## src/hw/rtl/pdss_pkg.sv

```systemverilog
`timescale 1ns / 1ps
package pdss_pkg;
  localparam int MaxPoints = 16;
  localparam int CntW = $clog2(MaxPoints + 1);
  localparam int IdxW = (MaxPoints > 1) ? $clog2(MaxPoints) : 1;
  localparam int DistW = 16;
  localparam int SumW = 20;
  localparam int ValW = 25;
  localparam logic [SumW-1:0] SumLimit = {SumW{1'b1}};
  // area = floor(floor(m2 * 6283 / 4096) / 125), the divide by 125 as a reciprocal multiply
  localparam logic [12:0] AreaMul = 13'd6283;
  localparam int AreaShift = 12;
  localparam logic [30:0] AreaRecip = 31'd1099511628;
  localparam int AreaRecipShift = 37;

  typedef enum logic [1:0] {
    KIND_MEAN = 2'd0,
    KIND_SORTED = 2'd1,
    KIND_AREA = 2'd2
  } kind_t;

  typedef struct packed {
    logic signed [15:0] coord_x;
    logic signed [15:0] coord_y;
    logic set_last;
  } in_item_t;

  typedef struct packed {
    logic [1:0] result_kind;
    logic [ValW-1:0] result_value;
    logic dropped_points;
    logic run_last;
  } out_item_t;

  // control broadcast to the cell row
  typedef struct packed {
    logic ins;
    logic shift;
    logic [DistW-1:0] key;
  } cell_ctl_t;
endpackage

```

## src/hw/rtl/pdss_cell.sv

```systemverilog
`timescale 1ns / 1ps
module pdss_cell (
  input  logic                       clk,
  input  pdss_pkg::cell_ctl_t        ctl,
  input  logic                       occ,
  input  logic                       left_occ,
  input  logic [pdss_pkg::DistW-1:0] left_val,
  input  logic                       left_gt,
  input  logic [pdss_pkg::DistW-1:0] right_val,
  output logic                       gt,
  output logic [pdss_pkg::DistW-1:0] val
);
  import pdss_pkg::*;
  logic [DistW-1:0] val_r, val_nxt;

  assign gt  = occ && (val_r > ctl.key);
  assign val = val_r;

  always_comb begin
    val_nxt = val_r;
    if (ctl.shift) begin
      val_nxt = right_val;
    end else if (ctl.ins) begin
      if (occ) begin
        if (gt) val_nxt = (left_occ && left_gt) ? left_val : ctl.key;
      end else begin
        if (!left_occ || !left_gt) val_nxt = ctl.key;
        else val_nxt = left_val;
      end
    end
  end

  always_ff @(posedge clk) begin
    val_r <= val_nxt;
  end
endmodule

```

## config.mk

```make
export PLATFORM = sky130hd
export DESIGN_NAME = pdss_cell
export DESIGN_NICKNAME = d
export VERILOG_FILES = /design/src/hw/rtl/pdss_pkg.sv /design/src/hw/rtl/pdss_cell.sv
export SDC_FILE = /design/constraint.sdc
export NUM_CORES = 1
export LEC_CHECK = 0
export BUFFER_PORTS_ARGS = -buffer_cell sky130_fd_sc_hd__buf_4
export CORE_MARGIN = 10
export CORE_UTILIZATION = 44
export DETAILED_ROUTE_END_ITERATION = 8
export PLACE_DENSITY = 0.8
export SETUP_SLACK_MARGIN = 0.2
export SLEW_MARGIN = 20
export SYNTH_ARGS = -nofsm -noshare
export SYNTH_HDL_FRONTEND = slang
export SYNTH_SLANG_ARGS = --single-unit
```

## constraint.sdc

```tcl
create_clock -name clk -period 3.1 [get_ports clk]
set_input_delay 0.31 -clock clk [delete_from_list [all_inputs] [get_ports clk]]
set_output_delay 0.31 -clock clk [all_outputs]
set_load 0.02 [all_outputs]
```

* Word level (Yosys, flattened, before mapping)
Cells that the tools add are included.
Word-level totals: word-level logic and storage cells 16, register bits after elaboration 16, input bits 54, output and inout port bits 17
Operators by class: equality and inequality tests 1, mux-type cells 6, $lt $le $gt $ge 1, reductions and logical operators 7
Operators with widths (count):
- $mux W16 | 6
- $gt A16 B16 Y1 | 1
- $ne A3 B2 Y1 const B | 1
- $logic_and A1 B1 Y1 | 2
- $logic_not A1 Y1 | 2
- $reduce_and A2 Y1 | 1
- $reduce_bool A2 Y1 | 1
- $logic_or A1 B1 Y1 | 1

* Logic depth before layout (Yosys ltp)
Gate-level depths: netlist (run 1).
depth after elaboration 6, mapped depth 7, depth with buffers taken out 7

* Worst setup path after synthesis (run 1)
OpenSTA, ideal clock, no wires.
path kind reg-to-reg, start register val_r[15], in the netlist val[15], end register val_r[0], in the netlist val[0] (enable), library setup time 0.326 ns, path buffers 0, period minus slack after synthesis 2.463 ns, data required time 2.774 ns, arrival time 2.137 ns, stages on the path, launching flop included 7, path slack 0.637 ns, cell sequence edfxtp_1 ha_1 nand4_2 nor3_2 a21boi_1 or4_1 a311o_1
On the way: word-level cells in the longest chain between the ends 4
Ends and longest elaborated chain:
- start, declared | RTL line pdss_cell.sv:14 | logic [DistW-1:0] val_r, val_nxt;
- start signal, assigned | RTL line pdss_cell.sv:34 | val_r <= val_nxt;
- $gt A16 B16 Y1 | RTL line pdss_cell.sv:16 | assign gt = occ && (val_r > ctl.key);
- $logic_and A1 B1 Y1 | RTL line pdss_cell.sv:16
- $ne A3 B2 Y1 (no source line)
- $reduce_and A2 Y1 (no source line)
No other way between the ends. A chain may end at the register's enable or synchronous reset.

* Worst setup path after layout (run 1)
start register val_r[13], in the netlist val[13], end register val_r[10], in the netlist val[10] (enable)
The elaborated chain is that of the path after synthesis.

==> results_dict.tcl, run 1 <==
set metrics [dict create \
    layout.cells.non_filler 227 \
    worst-path-max-fanout 16 \
    fill_cells 221 \
    path_class "flop to flop" \
    ys_top_cells_by_count "nand2_1 (19), o21ai_0 (17)" \
    worst_ep_arrival_time_ns 2.50 \
    drv_cap 0 \
    synth_nets 197 \
    io_pins 71 \
    cts_sinks 16 \
    core_sq_um 2734 \
    cts_tree "done" \
    start_util_pct 45.54 \
    place_congestion 0.7336 \
    post_cts_buffers 0 \
    worstHoldPathType "primary input to flop" \
    dpl.cell_count 224 \
    period_share_pct 82.39 \
    vias_per_cell 5.247 \
    synth_area_sq_um 1245 \
    dpl.hpwl_microns 3103 \
    clock_latency_ns 0.29 \
    dr_total_vias 1191 \
    fin_skew_ns 0.004129 \
    synth_edf_count 16 \
    final-hold-violation-count 0 \
    tightest_slew_ns 0.9127 \
    max_freq_ghz 0.3915 \
    diodes 0 \
    slew_headroom_pct 39.00 \
    die_area_sq_um 5357 \
    tns_ns 0 \
    startpoint_type "flop" \
    cts_resized 0 \
    wl_per_cell_microns 16.55 \
    yosys.area.top_type_share_pct 38.59 \
    htree_num_levels 1 \
    synth.distinct_cells 23 \
    synth_area_leaders "edfxtp_1 (39%), ha_1 (16%), mux2i_1 (13%)" \
    fin_nets 268 \
    setup_viol 0 \
    drive_gt1_share_pct 39.80 \
    cts-root-buf "clkbuf_4" \
    required_ns 3.04 \
    synth.most_common_cell "nand2_1" \
    drc_errors 0 \
    syn2layout_area_growth_pct 45.83 \
    min_period_ns 2.554 \
    hold_buffers 0 \
    synthArstFlopShare_pct 0 \
    seq_area_frac_synth_pct 38.59 \
    num_rows 19 \
    dr.pass1.iters 4 \
    track_usage_pct 13.67 \
    die_x_microns 73.19 \
    synth_ff_type "edfxtp_1" \
    clockBufferDepth 2 \
    ir_worst_vdd_uv 291.5 \
    multi_input_area_sq_um 688.2 \
    grt_max_degree 34 \
    syn_inst 127 \
    drt_iter0_drc 61 \
    p_leak_nw 0.9802 \
    outcome "complete, no violations" \
    largest_reg_flops 16 \
    path_clk_slew_ns 0.10 \
    top_layer_used "met4" \
    grt_pass1_vias 1296 \
    antenna_found_initial 0 \
    final_antenna_net_count 0 \
    cts-buffers-inserted 3 \
    layout_setup_ws_ns 0.5458 \
    grt_pass1_wl_microns 5865 \
    critPathCaptureType "flop" \
    wl_met2_microns 2102 \
    grt_overflow 0 \
    hold_ws_ns 0.2866 \
    syn_area_per_cell_sq_um 9.803 \
    ys_ff_latch 16 \
    die_h_microns 73.19 \
    seq_area_sq_um 480.5 \
    pre_cts_ws_ns 0.4949 \
    drt_wl_total_microns 3756 \
    ys_warn_count 0 \
    p_per_area_nw_per_um2 358.7 \
    dr_wl_met3_microns 248 \
    rsz0062_at_grt "false" \
    synth_largest_area_cell "edfxtp_1" \
    drt-met1-wl_microns 1369 \
    port_buffers 70 \
    drv_slew 0 \
]
metal layers:
layer	vias up	track usage, %
met2	31	26.07
met3	4	4.082
met5	-	0
li1	595	-
met4	0	5.063
met1	561	13.28
worst max-delay path, stage by stage, from the launching register on:
cell      delay (ns)
edfxtp_1        0.42
ha_1            0.32
nand4_2         0.13
nor3_2          0.06
a21boi_1        0.12
or4_1           0.52
a311o_1         0.62
cell families after synthesis:
group                    synth area share, %
AO/OA/AOI/OAI                          13.47
multiplexers                           12.86
buffers and inverters                  6.130
adder cells (fa/ha/maj)                16.08
flip-flops                             38.59
AND/OR/NAND/NOR                        12.86
layout make-up:
cell class,instances,area share [%]
repair buffers,70,28.95
inverters,16,3.308
multi-input cells,91,37.90
clock buffers,3,1.241
well taps,31,2.136
flip-flops and latches,16,26.46
power by group:
part	switching, mW	internal, mW
clock network	0.0697	0.0453
logic	0.125	0.126
registers	0.0142	0.271
final timing paths:
check             slack [ns]  cells after the start               from                 to
hold reg to reg         1.70                      4   val[1]$_DFFE_PP_   val[3]$_DFFE_PP_
setup / recovery        0.55                      6  val[13]$_DFFE_PP_  val[10]$_DFFE_PP_
hold / removal          0.29                      3      right_val[12]  val[12]$_DFFE_PP_
setup reg to reg        0.55                      6  val[13]$_DFFE_PP_  val[10]$_DFFE_PP_
through the flow:
stage / utilization (%) / area (sq um) / power, mW
after floorplan: - / 1245 / 0.4206
after global placement: 65.58 / 1793 / 0.5347
after detailed placement: 65.58 / 1793 / 0.5429
after CTS: 66.41 / 1815 / 0.6574
after global routing: 66.41 / 1815 / 0.6863
final: 66.41 / 1815 / 0.6512
placed cells by master, fill, tap and decap left out, types with 2 or more instances in the layout:
cell type	n
inv_1	16
a21oi_1	6
nand3_1	2
a21o_1	2
clkbuf_4	3
nand2_1	19
mux2i_1	16
buf_4	70
edfxtp_1	16
o21ai_0	17
ha_1	16
nand4_1	2
(Power assumes the default switching activity.)
==> inputs of run 2 (changes only) <==
--- a/config.mk
+++ b/config.mk
@@ -5,6 +5,7 @@
 export SDC_FILE = /design/constraint.sdc
 export NUM_CORES = 1
 export LEC_CHECK = 0
+export ABC_AREA = 1
 export BUFFER_PORTS_ARGS = -buffer_cell sky130_fd_sc_hd__buf_4
 export CORE_MARGIN = 10
 export CORE_UTILIZATION = 44
==> constraint.sdc (replaced) <==
create_clock -name clk -period 2.6 [get_ports clk]
set_input_delay 0.26 -clock clk [delete_from_list [all_inputs] [get_ports clk]]
set_output_delay 0.26 -clock clk [all_outputs]
set_load 0.02 [all_outputs]
==> run 2 against run 1 <==
Net effect: first-iteration DRC count fell by 61%; final cell count rose by 16%; total power rose by 15%; clock power rose by 12%; die area rose by 0.30%; hold slack got worse by 0.032 ns; synthesized cell count rose by 29%; sequential power rose by 17%.
==> results_dict.tcl, run 2 <==
set metrics [dict create \
    syn_area_per_cell_sq_um 7.622 \
    period_share_pct 80.81 \
    outcome "complete, no violations" \
    drv_cap 0 \
    die_x_microns 73.30 \
    cts_sinks 16 \
    post_cts_buffers 0 \
    fin_total_pwr_uw 747.9 \
    fin_nets 304 \
    cts_resized 0 \
    critPathMaxStageDelay_ns 0.42 \
    rsz0062_at_grt "false" \
    synth_ff_type "edfxtp_1" \
    critPathCaptureType "flop" \
    die_area_sq_um 5373 \
    worst-path-max-fanout 9 \
    synth_largest_area_cell "edfxtp_1" \
    syn_inst 164 \
    crit_buf_inv 1 \
    cp_cell_sequence "ha_1 -> nand4_1 -> nor3_2 -> nand2_1 -> nand2_1 -> nand2_1 -> nand2_1 -> nand2_1 -> nand2_1 -> buf_4" \
    startpoint_type "flop" \
    yosys.area.top_type_share_pct 38.44 \
    layout_setup_ws_ns 0.4988 \
    drt_wl_total_microns 3323 \
    hold_buffers 0 \
    syn2layout_area_growth_pct 45.75 \
    clockBufferDepth 2 \
    worstHoldPathType "primary input to flop" \
    fin_skew_ns 0.003886 \
    final_util_pct 66.64 \
    placed_area_sq_um 1795 \
    worst_ep_arrival_time_ns 2.09 \
    die_h_microns 73.30 \
    min_period_ns 2.101 \
    dr.pass1.iters 4 \
    pre_cts_ws_ns 0.4762 \
    grt_overflow 0 \
    grt_max_degree 32 \
    drt_iter0_drc 24 \
    cpLargestDelayFamily "simple AND/OR/NAND/NOR gates" \
    ys_warn_count 0 \
    place_congestion 0.7797 \
    ys_top_cells_by_count "nand2_1 (52), o21ai_0 (30), inv_1 (22)" \
    tightest_slew_ns 0.8571 \
    path_clk_slew_ns 0.09 \
    layout_common_cells "buf_4 (71), nand2_1 (52), o21ai_0 (30), inv_1 (22)" \
    clock_latency_ns 0.28 \
    cts-root-buf "clkbuf_4" \
    diodes 0 \
    fill_cells 239 \
    ys_ff_latch 16 \
    crit_top_cell "nand2_1" \
    path_class "flop to flop" \
    final_common_cell "buf_4" \
    vias_per_cell 4.799 \
    setup_viol 0 \
    synth_nets 234 \
    dpl.hpwl_microns 2888 \
    io_pins 71 \
    track_usage_pct 11.72 \
    slew_headroom_pct 42.72 \
    synth.most_common_cell "nand2_1" \
    wl_per_cell_microns 12.59 \
    cts_tree "done" \
    htree_num_levels 1 \
    tns_ns 0 \
    num_rows 19 \
    port_buffers 70 \
    synth_edf_count 16 \
    dpl.cell_count 260 \
    required_ns 2.59 \
    synthArstFlopShare_pct 0 \
    largest_reg_flops 16 \
    synth_area_leaders "edfxtp_1 (38%), ha_1 (16%), nand2_1 (16%)" \
    hold_ws_ns 0.2543 \
    synth_area_sq_um 1250 \
    max_freq_ghz 0.4759 \
    core_sq_um 2734 \
    layout.cells.non_filler 264 \
    drc_errors 0 \
    synth.distinct_cells 18 \
    cts-buffers-inserted 3 \
    grt_pass1_wl_microns 5292 \
    start_util_pct 45.72 \
    final_antenna_net_count 0 \
    p_per_area_nw_per_um2 410.5 \
    slowest_stage "edfxtp_1" \
    grt_pass1_vias 1249 \
    drive_gt1_share_pct 33.05 \
    drv_slew 0 \
    p_leak_nw 0.9744 \
    dr_total_vias 1267 \
    antenna_found_initial 0 \
    ir_worst_vdd_uv 323.6 \
    design_area_sq_um 1822 \
    seq_area_frac_synth_pct 38.44 \
    final-hold-violation-count 0 \
]
-- run 2: changes by cell type in the layout (fill, tap and decap cells not counted), sizes merged, moves of 6 or more --
| cell | previous run | this run |
|---|---|---|
| mux2i | 16 | 0 |
| nand2 | 19 | 53 |
| o21ai | 17 | 31 |
| nor2 | 0 | 7 |
| inv | 16 | 22 |
-- run 2: worst min-delay path, stage by stage --
cell,delay [ns]
buf_4,0.07
nand2_1,0.04
o21ai_0,0.05
-- run 2: cell type report --
cell class                 instances  area, sq um  share of cell area, %
sequential                        16        480.5                  26.37
timing repair buffer              71        533.0                  29.26
tap                               31        38.79                  2.129
inverter                          22        82.58                  4.533
clock buffer                       3        22.52                  1.236
clock inverter                     1        3.754                 0.2060
multi-input combinational        120        660.6                  36.26
-- run 2: final timing paths --
| path | end | start | slack [ns] | depth (start not counted) |
|---|---|---|---|---|
| worst max-delay path | val[1]$_DFFE_PP_ | val[10]$_DFFE_PP_ | 0.50 | 10 |
| worst max register to register | val[1]$_DFFE_PP_ | val[10]$_DFFE_PP_ | 0.50 | 10 |
| worst min register to register | val[8]$_DFFE_PP_ | val[15]$_DFFE_PP_ | 1.28 | 9 |
| worst min-delay path | val[4]$_DFFE_PP_ | right_val[4] | 0.25 | 3 |
-- run 2: layer usage --
layer / vias to the layer above / GRT usage (%) / share of wire, %
met1: 545 / 12.60 / 39
met4: 0 / 4.555 / 2.3
met2: 35 / 20.73 / 51
met5: - / 0 / 0
li1: 681 / - / -
met3: 6 / 3.769 / 7.4
-- run 2: report_power, final --
part	leakage (nW)	total, mW	internal (mW)	switching (mW)
Combinational	0.796	0.285	0.138	0.147
Clock	0.0154	0.129	0.0556	0.0731
Sequential	0.163	0.334	0.319	0.0148
-- run 2: cell families (layout without fill, tap and decap cells) --
family	after synthesis	count (layout)	synth area share, %
flops	16	16	38.44
fa+ha+maj	16	16	16.02
compound gates	39	39	15.92
buf+inv	28	97	8.708
simple gates	65	65	20.92
