[src/hw/rtl/pdss_pkg.sv]
`timescale 1ns / 1ps
package pdss_pkg;
  localparam int MaxPoints = 16;
  localparam int CntW = $clog2(MaxPoints + 1);
  localparam int IdxW = (MaxPoints > 1) ? $clog2(MaxPoints) : 1;
  localparam int DistW = 16;
  localparam int SumW = 20;
  localparam int ValW = 25;
  localparam logic [SumW-1:0] SumLimit = {SumW{1'b1}};
  // area = floor(floor(m2 * 6283 / 4096) / 125), the divide by 125 as a reciprocal multiply
  localparam logic [12:0] AreaMul = 13'd6283;
  localparam int AreaShift = 12;
  localparam logic [30:0] AreaRecip = 31'd1099511628;
  localparam int AreaRecipShift = 37;

  typedef enum logic [1:0] {
    KIND_MEAN = 2'd0,
    KIND_SORTED = 2'd1,
    KIND_AREA = 2'd2
  } kind_t;

  typedef struct packed {
    logic signed [15:0] coord_x;
    logic signed [15:0] coord_y;
    logic set_last;
  } in_item_t;

  typedef struct packed {
    logic [1:0] result_kind;
    logic [ValW-1:0] result_value;
    logic dropped_points;
    logic run_last;
  } out_item_t;

  // control broadcast to the cell row
  typedef struct packed {
    logic ins;
    logic shift;
    logic [DistW-1:0] key;
  } cell_ctl_t;
endpackage

[src/hw/rtl/pdss_sqrt.sv]
`timescale 1ns / 1ps
module pdss_sqrt (
  input  logic                       clk,
  input  logic                       rst_n,
  input  logic                       start,
  input  logic [31:0]                radicand,
  output logic                       done,
  output logic [pdss_pkg::DistW-1:0] root
);
  import pdss_pkg::*;
  logic [16:0] prem_r, prem_nxt;
  logic [31:0] data_r, data_nxt;
  logic [DistW-1:0] res_r, res_nxt;
  logic [3:0] step_r, step_nxt;
  logic busy_r, busy_nxt, done_r, done_nxt;
  logic [18:0] shifted, trial;

  // restoring root: two radicand bits per step
  assign shifted = {prem_r, data_r[31:30]};
  assign trial = {1'b0, res_r, 2'b01};

  always_comb begin
    prem_nxt = prem_r;
    data_nxt = data_r;
    res_nxt = res_r;
    step_nxt = step_r;
    busy_nxt = busy_r;
    done_nxt = 1'b0;
    if (start) begin
      prem_nxt = '0;
      data_nxt = radicand;
      res_nxt = '0;
      step_nxt = '0;
      busy_nxt = 1'b1;
    end else if (busy_r) begin
      data_nxt = {data_r[29:0], 2'b00};
      if (shifted >= trial) begin
        prem_nxt = 17'(shifted - trial);
        res_nxt = {res_r[DistW-2:0], 1'b1};
      end else begin
        prem_nxt = shifted[16:0];
        res_nxt = {res_r[DistW-2:0], 1'b0};
      end
      step_nxt = step_r + 4'd1;
      if (step_r == 4'd15) begin
        busy_nxt = 1'b0;
        done_nxt = 1'b1;
      end
    end
  end

  always_ff @(posedge clk) begin
    if (!rst_n) begin
      busy_r <= 1'b0;
      done_r <= 1'b0;
    end else begin
      busy_r <= busy_nxt;
      done_r <= done_nxt;
    end
    prem_r <= prem_nxt;
    data_r <= data_nxt;
    res_r <= res_nxt;
    step_r <= step_nxt;
  end

  assign done = done_r;
  assign root = res_r;
endmodule

[config.mk]
export PLATFORM = sky130hd
export DESIGN_NAME = pdss_sqrt
export DESIGN_NICKNAME = d
export VERILOG_FILES = /design/src/hw/rtl/pdss_pkg.sv /design/src/hw/rtl/pdss_sqrt.sv
export SDC_FILE = /design/constraint.sdc
export NUM_CORES = 1
export LEC_CHECK = 0
export BUFFER_PORTS_ARGS = -buffer_cell sky130_fd_sc_hd__buf_4
export CAP_MARGIN = 20
export CELL_PAD_IN_SITES_DETAIL_PLACEMENT = 2
export CELL_PAD_IN_SITES_GLOBAL_PLACEMENT = 2
export CORE_MARGIN = 2
export CORE_UTILIZATION = 33
export CTS_CLUSTER_DIAMETER = 60
export DETAILED_ROUTE_END_ITERATION = 12
export PLACE_DENSITY_LB_ADDON = 0.1
export SLEW_MARGIN = 15
export SYNTH_ARGS = -nofsm -noshare
export SYNTH_HDL_FRONTEND = slang
export SYNTH_SLANG_ARGS = --single-unit
[constraint.sdc]
create_clock -name clk -period 2.25 [get_ports clk]
set_input_delay 0 -clock clk [delete_from_list [all_inputs] [get_ports clk]]
set_output_delay 0 -clock clk [all_outputs]
set_load 0.01 [all_outputs]
Word level (Yosys, flattened, before mapping)
Index checks and enable logic that the tools add are counted.
W data, S select, Z words.
{"block": "op_classes", "reduce_logical": 2, "eq_ne": 1, "addsub": 2, "magnitude_cmp": 1, "n_bitwise": 2, "muxes": 8}
{"op": "$mux W32", "n": 2}
{"op": "$ge A19 B18 Y1", "n": 1}
{"op": "$mux W17", "n": 1}
{"op": "$sub A17 B17 Y17", "n": 1}
{"op": "$mux W1", "n": 5}
{"op": "$add A4 B1 Y4 const B", "n": 1}
{"op": "$eq A4 B4 Y1 const B", "n": 1}
{"op": "$reduce_or A3 Y1", "n": 1}
{"op": "$not A1 Y1", "n": 2}
{"op": "$reduce_bool A2 Y1", "n": 1}
{"block": "word_totals", "inputBits": 35, "ff_bits": 71}

Logic depth before layout (Yosys ltp)
Gate-level depths: netlist of the first run.
{"block": "depth", "ltp_word": 4, "mapped_depth": 10, "ltp_nobuf": 8}

Least setup slack after synthesis of the first run
No wires, ideal clock.
{"block": "synth_path", "kind": "register to register", "startpoint": "reg res_r[6], in the netlist root[6]", "endpoint": "reg prem_r[9]", "arrival_time_ns": 2.212, "path_buffers": 2, "stages_incl_launch_ff": 11, "period_less_slack_ns": 2.343, "path_slack_ns": -0.093, "setup_time_ns": 0.130, "t_required_ns": 2.120, "path_cell_list": "dfxtp_1 -> inv_1 -> ha_1 -> buf_2 -> a21o_1 -> a211oi_1 -> a21boi_2 -> o21ai_0 -> buf_2 -> a211oi_1 -> a211oi_1"}
{"block": "synth_between", "elab_chain_len": 2, "word_cells_on_any_way": 3, "classes_between": "add/sub (1); order compare (1); mux (1)"}
{"item": "start: declaration", "line_no": "pdss_sqrt.sv:13", "source": "logic [DistW-1:0] res_r, res_nxt;"}
{"item": "start signal: assignment", "line_no": "pdss_sqrt.sv:62", "source": "res_r <= res_nxt;"}
{"item": "$sub A17 B17 Y17 / $ge A19 B18 Y1 (equally long branches)", "line_no": "pdss_sqrt.sv:38, pdss_sqrt.sv:37"}
{"item": "$mux W17 *", "line_no": "pdss_sqrt.sv:37", "source": "if (shifted >= trial) begin"}
{"item": "end signal: assignment", "line_no": "pdss_sqrt.sv:60", "source": "prem_r <= prem_nxt;"}
{"item": "end: declaration", "line_no": "pdss_sqrt.sv:11", "source": "logic [16:0] prem_r, prem_nxt;"}
Mark *: on every way between the ends. The rest lies on a longest branch, timed or not.
A chain may end at the register's enable or synchronous reset.

Worst setup path in the final report of the first run
{"block": "layout_path", "startpoint": "reg res_r[2], in the netlist root[2]", "endpoint": "reg prem_r[12]"}
Same word-level chain as after synthesis.

==> results of run 1 <==
stage by stage:
stage	area (um^2)	util, %	total power, mW	hold WS [ns]
finish	5830	50.8	6.50	0.495
global placement	4910	42.8	4.17	0.232
floorplan	3970	-	3.23	0.127
CTS	5720	49.9	6.12	0.456
global route	5830	50.8	6.84	0.502
detailed placement	4910	42.8	4.29	0.259
path summary, 6_finish.rpt:
kind,end,slack (ns),cells past startpoint
worst max-delay path,prem_r[12]$_SDFFE_PP0P_,-0.22,9
worst min-delay path,data_r[19]$_DFFE_PP_,0.49,3
worst max register to register,prem_r[12]$_SDFFE_PP0P_,-0.22,9
worst min register to register,prem_r[15]$_SDFFE_PP0P_,0.50,2
cell families after synthesis:
logic type	synth area share, %
and+or+nand+nor	13.9
AOI/OAI and AO/OA	15.7
DFF	44.6
buffers and inverters	4.78
muxes	13.0
adders and majority gates	6.09
xor gates and xnor gates	1.80
cell type report:
cell class,instances,area (um^2),share of cell area (%)
Clock buffer,10,229,3.93
Clock inverter,6,61.3,1.05
Inverter,25,93.8,1.61
Multi-Input combinational cell,275,2220,38.1
Sequential cell,71,1760,30.1
Tap cell,143,179,3.07
Timing Repair Buffer,158,1290,22.1
registers in the layout, summed over array words and instances (netlist names):
signal,flops
root,16
done,1
busy_r,1
prem_r,17
data_r,32
step_r,4
layout by cell type, fill, tap and decap left out, types with 6 or more instances in the layout:
cell / count
buf_4: 119
nor2_1: 40
dlygate4sd3_1: 34
edfxtp_1: 32
mux2_2: 30
dfxtp_1: 28
inv_1: 21
nand2_1: 18
mux2i_1: 17
nand3_1: 16
o21ai_0: 14
a21oi_1: 11
ha_1: 11
dfxtp_2: 11
a311oi_1: 9
clkbuf_16: 9
nor3_1: 6
nand4_1: 6
ha_4: 6
layer usage:
| layer | wire [um] | track usage, % | up-vias |
|---|---|---|---|
| met5 | 0 | 0 | - |
| met4 | 439 | 8.37 | 0 |
| met3 | 639 | 4.82 | 29 |
| met2 | 8190 | 45.2 | 95 |
| met1 | 6930 | 32.6 | 1870 |
| li1 | - | - | 1742 |
power breakdown:
group	internal (mW)	leakage (nW)	total, mW	switching (mW)
registers	1.52	0.646	1.64	0.121
clock network	0.854	0.134	1.48	0.621
logic	1.56	1.65	3.38	1.82
timing repair:
action	4_1_cts	5_1_grt
setup buffers	7	3
setup endpoints to repair	18	18
endpoints found under the hold margin	35	0
pin swaps	12	20
cloned	1	0
gates resized for setup	31	17
hold buffers	34	0
worst max-delay path, cell delays in order, from the launching register on:
cell	delay (ns)
dfxtp_2	0.33
inv_2	0.05
ha_4	0.29
buf_6	0.11
nand4_1	0.17
nor4_4	0.37
nor3b_4	0.10
o21a_4	0.16
or4b_1	0.55
a311oi_2	0.25
==> impl_metrics.json, run 1 <==
{
  "ant_nets": 0,
  "holdCritStartpoint": "radicand[19]",
  "grt_pass1_vias": 4167,
  "antenna_found_initial": 0,
  "fmax_mhz": 405,
  "path_max_fanout": 7,
  "cts_max_level": 3,
  "wl_per_cell_um": 23.5,
  "syn2layout_area_growth_pct": 49.3,
  "cellPowerDensity_nw_per_um2": 1110,
  "final.period_utilization_pct": 110,
  "worstHoldPathType": "primary input to register",
  "gp_congestion": 0.850,
  "maxCapViolations": 0,
  "syn_nets": 446,
  "clockBufferDepth": 2,
  "grt_setup_unrepaired": "yes",
  "root_buffer": "clkbuf_16",
  "fp.dieW_um": 113,
  "final_layout_size_suffix_gt1_share_pct": 40.2,
  "dieHeight_um": 113,
  "fillerInstances": 1104,
  "hold_viol_final": 0,
  "status": "finished, violations left",
  "skew_ns": 0.0125,
  "synth_top_cell_by_area": "edfxtp_1",
  "cts_buffers": 9,
  "io_buffers": 51,
  "tightest_slew_ns": 0.726,
  "start_util_pct": 34.0,
  "dpl.hpwl_mm": 8.91,
  "critPathCaptureType": "register",
  "cts_tree": "yes",
  "cp-start-kind": "register",
  "diodes": 0,
  "period_needed_ns": 2.47,
  "syn_area_per_cell_um2": 9.96,
  "path_clk_slew_ns": 0.07,
  "ys.flop_type": "dfxtp_1",
  "synth-edff-count": 32,
  "timing.rr.start": "root[2]$_SDFFE_PP0P_",
  "place_ws_ns": -0.158,
  "yosysUniqueCellTypes": 51,
  "cp.arrival_ns": 2.74,
  "post-synth-top-area-fraction_pct": 24.6,
  "vias": 3736,
  "drtPass1Iterations": 4,
  "synth_seq_cells": 71,
  "tns_ns": -1.92,
  "setup_viol": 17,
  "netlist_area_um2": 3900,
  "drtIter0Drc": 176,
  "ir_worst_vdd_v": 0.000413,
  "leakage_nw": 2.43,
  "grt_pass1_wl_mm": 24.9,
  "fin_ws_ns": -0.217,
  "violations": "negative setup slack",
  "synthArstFlopShare_pct": 0,
  "grt_max_degree": 54,
  "drv_slew": 0,
  "yosysWarningCount": 0,
  "clk_latency_ns": 0.35,
  "drt-total-wl_mm": 16.2,
  "synth.most_common_cell": "nor2_1",
  "pin_count": 52,
  "track_usage_pct": 26.0,
  "row_count": 39,
  "nets": 594,
  "die_area_um2": 12700,
  "dp.cells": 627,
  "synth_area_leaders": "edfxtp_1 25%, dfxtp_1 20%, mux2_2 8.7%",
  "seq_area_frac_synth_pct": 44.6,
  "syn-instance-count": 392,
  "stdcell_count": 688,
  "critical_path.startpoint": "root[2]$_SDFFE_PP0P_",
  "worstSetupPathType": "register to register",
  "coreArea_um2": 11500,
  "avgViaCountPerCell": 5.43,
  "slew_headroom_pct": 51.6,
  "drc": 0,
  "overflow": 0,
  "clock_sinks": 71,
  "crit_required_ns": 2.52,
  "ys_top_cells_by_count": "41 x nor2_1, 39 x dfxtp_1, 32 x edfxtp_1"
}
(Power assumes the default switching activity.)
==> run 2, diff against run 1 <==
--- a/config.mk
+++ b/config.mk
@@ -5,6 +5,7 @@
 export SDC_FILE = /design/constraint.sdc
 export NUM_CORES = 1
 export LEC_CHECK = 0
+export ABC_AREA = 1
 export BUFFER_PORTS_ARGS = -buffer_cell sky130_fd_sc_hd__buf_4
 export CAP_MARGIN = 20
 export CELL_PAD_IN_SITES_DETAIL_PLACEMENT = 2
==> constraint.sdc (replaced) <==
create_clock -name clk -period 2.65 [get_ports clk]
set_input_delay 0 -clock clk [delete_from_list [all_inputs] [get_ports clk]]
set_output_delay 0 -clock clk [all_outputs]
set_load 0.01 [all_outputs]
==> run 2 against run 1 <==
Effect of this change:
- the run now ends clean
- fmax grew 3.4%
- critical path depth grew 5
- power shrank 15%
- register-to-register slack gained 0.48 ns
- routed wire length shrank 12%
- sequential cell count is the same
- first-iteration DRC count shrank 41%
- critical path type unchanged
==> impl_metrics.json, run 2 <==
{
  "status": "finished, final reports clean",
  "synth.most_common_cell": "nand2_1",
  "setup_viol": 0,
  "clock_sinks": 71,
  "period_needed_ns": 2.38,
  "final_common_cell": "nand2_1",
  "dpl.hpwl_mm": 9.59,
  "tightest_slew_ns": 0.747,
  "io_buffers": 51,
  "diodes": 0,
  "wl_per_cell_um": 18.4,
  "crit_required_ns": 2.88,
  "root_buffer": "clkbuf_16",
  "critPathCaptureType": "register",
  "clk_latency_ns": 0.33,
  "cp.arrival_ns": 2.61,
  "drc": 0,
  "start_util_pct": 34.1,
  "clockBufferDepth": 2,
  "timing.reg2reg.setup_slack_ns": 0.27,
  "fmax_mhz": 419,
  "cts_tree": "yes",
  "syn2layout_area_growth_pct": 31.6,
  "place_ws_ns": 0.230,
  "yosysWarningCount": 0,
  "design_area_um2": 5170,
  "multi_input_area_um2": 1850,
  "skew_ns": 0.00575,
  "ys_top_cells_by_count": "241 x nand2_1, 73 x inv_1, 39 x dfxtp_1",
  "pin_count": 52,
  "grt_max_degree": 38,
  "netlist_area_um2": 3930,
  "grt_pass1_vias": 4382,
  "ir_worst_vdd_v": 0.000406,
  "nets": 680,
  "cts_buffers": 9,
  "yosysUniqueCellTypes": 25,
  "drv_slew": 0,
  "worstSetupPathType": "register to register",
  "overflow": 0,
  "drt-total-wl_mm": 14.2,
  "row_count": 39,
  "gp_congestion": 0.832,
  "slew_headroom_pct": 50.1,
  "path_clk_slew_ns": 0.06,
  "synth-edff-count": 32,
  "path_max_fanout": 18,
  "avgViaCountPerCell": 4.95,
  "fp.dieW_um": 113,
  "synth_top_cell_by_area": "edfxtp_1",
  "synth_seq_cells": 71,
  "final_layout_size_suffix_gt1_share_pct": 13.3,
  "antenna_found_initial": 0,
  "worst_r2r_path_depth": 14,
  "dp.cells": 726,
  "syn-instance-count": 542,
  "cellPowerDensity_nw_per_um2": 1070,
  "coreArea_um2": 11500,
  "power_mw": 5.53,
  "post-synth-top-area-fraction_pct": 24.5,
  "track_usage_pct": 22.9,
  "place_area_um2": 4470,
  "maxCapViolations": 0,
  "vias": 3831,
  "fillerInstances": 1303,
  "ant_nets": 0,
  "synth_area_leaders": "edfxtp_1 24%, nand2_1 23%, dfxtp_1 20%",
  "worstHoldPathType": "primary input to register",
  "stdcell_count": 774,
  "seq_area_um2": 1740,
  "drtPass1Iterations": 4,
  "layout_common_cells": "241 x nand2_1, 73 x inv_1, 55 x buf_4",
  "syn_area_per_cell_um2": 7.25,
  "syn_nets": 596,
  "fin_ws_ns": 0.265,
  "leakage_nw": 2.60,
  "final.period_utilization_pct": 90.0,
  "min_delay_path_depth": 3,
  "cp-start-kind": "register",
  "cts_setup_buffers": 0,
  "drtIter0Drc": 104,
  "synthArstFlopShare_pct": 0,
  "largest_register_ffs": 32,
  "grt_pass1_wl_mm": 22.9,
  "largest_register": "data_r",
  "ys.flop_type": "dfxtp_1",
  "seq_area_frac_synth_pct": 44.3,
  "hold_viol_final": 0,
  "die_area_um2": 12800,
  "cts_max_level": 3,
  "dieHeight_um": 113
}
-- run 2: metal layers --
| layer | GRT usage [%] | vias up | wire length, um |
|---|---|---|---|
| li1 | - | 1875 | - |
| met4 | 5.45 | 0 | 171 |
| met1 | 27.3 | 1896 | 6120 |
| met5 | 0 | - | 0 |
| met2 | 43.2 | 47 | 7600 |
| met3 | 3.32 | 13 | 331 |
-- run 2: what timing repair did --
action,CTS,global route
gates resized for setup,0,1
endpoints found under the hold margin,32,0
hold buffers,31,0
setup endpoints to repair,0,4
-- run 2: area by class of cell --
| type | instances | area share (%) |
|---|---|---|
| multi-input cells | 382 | 35.7 |
| clock buffers | 14 | 6.12 |
| inverters | 74 | 5.37 |
| repair buffers | 88 | 14.9 |
| clock inverters | 2 | 0.750 |
| flip-flops and latches | 71 | 33.7 |
| well taps | 143 | 3.46 |
-- run 2: final timing paths --
kind,endpoint,from
max,prem_r[15]$_SDFFE_PP0P_,root[8]$_SDFFE_PP0P_
min,data_r[19]$_DFFE_PP_,radicand[19]
max reg2reg,prem_r[15]$_SDFFE_PP0P_,root[8]$_SDFFE_PP0P_
min reg2reg,prem_r[10]$_SDFFE_PP0P_,prem_r[10]$_SDFFE_PP0P_
-- run 2: logic make-up (layout without fill, tap and decap cells) --
group | after synthesis | in the layout | synth area share, %
buffers and inverters | 89 | 178 | 8.79
XOR/XNOR | 7 | 7 | 1.56
adder cells (fa/ha/maj) | 19 | 19 | 6.05
AO/OA/AOI/OAI | 34 | 34 | 5.07
AND/OR/NAND/NOR | 322 | 322 | 34.2
flip-flops | 71 | 71 | 44.3
-- run 2: metrics by stage --
step / setup TNS (ns) / hold WS [ns] / util (%)
floorplan: 0 / 0.120 / -
global placement: 0 / 0.256 / 38.8
detailed placement: 0 / 0.258 / 38.8
CTS: 0 / 0.00636 / 44.6
global route: -0.0308 / 0.00979 / 44.9
finish: 0 / 0.00726 / 44.9
-- run 2: power breakdown --
group          internal, mW  switching (mW)  leakage [nW]
Clock                 0.925           0.491         0.176
Sequential             1.29           0.101         0.647
Combinational         0.904            1.81          1.78
-- run 2: critical path, stage by stage, from the launching register on --
cell,delay (ns)
dfxtp_1,0.33
inv_1,0.08
ha_1,0.39
nand2_2,0.16
inv_1,0.05
nand2_1,0.06
nand2_1,0.08
inv_1,0.09
nand3_1,0.18
nand2_4,0.22
nand2_4,0.18
nand2_1,0.23
nand2_1,0.10
nand2_1,0.07
nand2_1,0.04
==> run 3, diff against run 2 <==
--- a/config.mk
+++ b/config.mk
@@ -10,6 +10,7 @@
 export CAP_MARGIN = 20
 export CELL_PAD_IN_SITES_DETAIL_PLACEMENT = 2
 export CELL_PAD_IN_SITES_GLOBAL_PLACEMENT = 2
+export CORE_ASPECT_RATIO = 1.4
 export CORE_MARGIN = 2
 export CORE_UTILIZATION = 33
 export CTS_CLUSTER_DIAMETER = 60
==> run 3 against run 2 <==
Effect of this change:
- global-route usage increased by 1.3 points
- sequential power about the same
- count of clock-buffer cells in the layout decreased by 4
- critical path depth unchanged
- worst setup slack improved by 0.15 ns
- first-iteration DRC count increased by 30%
- non-clock buffer count increased by 1
- sequential share of layout area increased by 0.23 points
- power increased by 0.54%
- clock power about the same
- highest routed layer unchanged
==> impl_metrics.json, run 3 (synthesized netlist as in run 2, its figures left out) <==
{
  "maxCapViolations": 0,
  "grt_setup_unrepaired": "no",
  "critPathCaptureType": "register",
  "dieHeight_um": 133,
  "max_stage_delay_ns": 0.40,
  "drc": 0,
  "path_max_fanout": 18,
  "ir_worst_vdd_v": 0.000403,
  "wl_per_cell_um": 18.4,
  "hold_ws_ns": 0.0314,
  "final.period_utilization_pct": 84.2,
  "clock_sinks": 71,
  "grt_pass1_wl_mm": 23.4,
  "row_count": 47,
  "grt_pass1_vias": 4497,
  "largest_register": "data_r",
  "hold_viol_final": 0,
  "multi_input_area_um2": 1840,
  "slew_headroom_pct": 35.4,
  "clk_latency_ns": 0.33,
  "leakage_nw": 2.58,
  "drt-total-wl_mm": 14.3,
  "diodes": 0,
  "overflow": 0,
  "place_ws_ns": 0.418,
  "dpl.hpwl_mm": 10.0,
  "ant_nets": 0,
  "antenna_found_initial": 0,
  "period_needed_ns": 2.23,
  "nets": 681,
  "path_clk_slew_ns": 0.06,
  "largest_register_ffs": 32,
  "tns_ns": 0,
  "setup_viol": 0,
  "layout_common_cells": "241 x nand2_1, 73 x inv_1, 58 x buf_4",
  "cp.arrival_ns": 2.46,
  "worstSetupPathType": "register to register",
  "cts_buffers": 9,
  "clockBufferDepth": 2,
  "status": "finished, final reports clean",
  "io_buffers": 51,
  "die_area_um2": 12800,
  "critPathSlowestCell": "ha_1",
  "cts_tree": "yes",
  "gp_congestion": 0.817,
  "grt_max_degree": 37,
  "ctsResizeCount": 0,
  "tightest_slew_ns": 0.968,
  "seq_area_um2": 1740,
  "final_common_cell": "nand2_1",
  "drtIter0Drc": 135,
  "worstHoldPathType": "primary input to register",
  "pin_count": 52,
  "fp.dieW_um": 96.2,
  "start_util_pct": 33.6,
  "fin_ws_ns": 0.418,
  "final_layout_size_suffix_gt1_share_pct": 13.1,
  "coreArea_um2": 11700,
  "track_usage_pct": 24.2,
  "critical_path.most_common_cell": "nand2_1",
  "cp-start-kind": "register",
  "vias": 3881,
  "crit_chain": "inv_1 -> ha_1 -> nand2_2 -> inv_1 -> nand2_1 -> nand2_1 -> inv_1 -> nand3_1 -> nand2_2 -> nand2_4 -> nand2_1 -> nand2_1 -> nand2_1 -> nand2_1",
  "skew_ns": 0.00621,
  "fillerInstances": 1358,
  "power_mw": 5.56,
  "drtPass1Iterations": 4,
  "syn2layout_area_growth_pct": 30.7,
  "avgViaCountPerCell": 4.98,
  "cts_max_level": 3,
  "root_buffer": "clkbuf_16",
  "fmax_mhz": 448,
  "cellPowerDensity_nw_per_um2": 1080,
  "drv_slew": 0,
  "crit_required_ns": 2.88
}
-- run 3: final timing paths --
path	depth (start not counted)	startpoint	endpoint	slack (ns)
worst min register to register	2	prem_r[9]$_SDFFE_PP0P_	prem_r[9]$_SDFFE_PP0P_	0.48
worst min-delay path	3	radicand[19]	data_r[19]$_DFFE_PP_	0.03
worst max-delay path	14	root[8]$_SDFFE_PP0P_	prem_r[15]$_SDFFE_PP0P_	0.42
worst max register to register	14	root[8]$_SDFFE_PP0P_	prem_r[15]$_SDFFE_PP0P_	0.42
-- run 3: report_power, final --
group | internal, mW | switching, mW | leakage [nW]
Sequential | 1.29 | 0.102 | 0.647
Combinational | 0.914 | 1.83 | 1.76
Clock | 0.942 | 0.475 | 0.168
-- run 3: layer usage --
metal,up-vias,share of wire [%],GRT usage (%)
met5,-,0,0
met1,1908,39,27.1
met3,26,2.7,3.42
li1,1886,-,-
met2,61,56,44.6
met4,0,3.2,9.52
-- run 3: layout make-up --
| type | instances | share of cell area [%] |
|---|---|---|
| repair buffers | 89 | 14.5 |
| inverters | 74 | 5.41 |
| multi-input cells | 382 | 35.8 |
| flip-flops and latches | 71 | 33.9 |
| well taps | 147 | 3.58 |
| clock inverters | 6 | 2.07 |
| clock buffers | 10 | 4.65 |
-- run 3: worst max-delay path: cells and delay by family (launching register included) --
| kind | cells | cell delay, ns |
|---|---|---|
| and+or+nand+nor | 10 | 1.11 |
| DFF | 1 | 0.36 |
| buffers and inverters | 3 | 0.27 |
| adders and majority gates | 1 | 0.40 |
-- run 3: through the flow --
stage | util (%) | cell area [um^2] | std cells
final | 43.9 | 5130 | 779
after global routing | 43.9 | 5130 | 779
after CTS | 43.9 | 5130 | 779
after detailed placement | 38.3 | 4480 | 732
after global placement | 38.3 | 4480 | 732
after floorplan | - | 3930 | 542
-- run 3: what timing repair did --
action                    in CTS  in global routing
buffers inserted               0                  0
hold endpoints to repair      32                  0
hold buffers                  31                  0
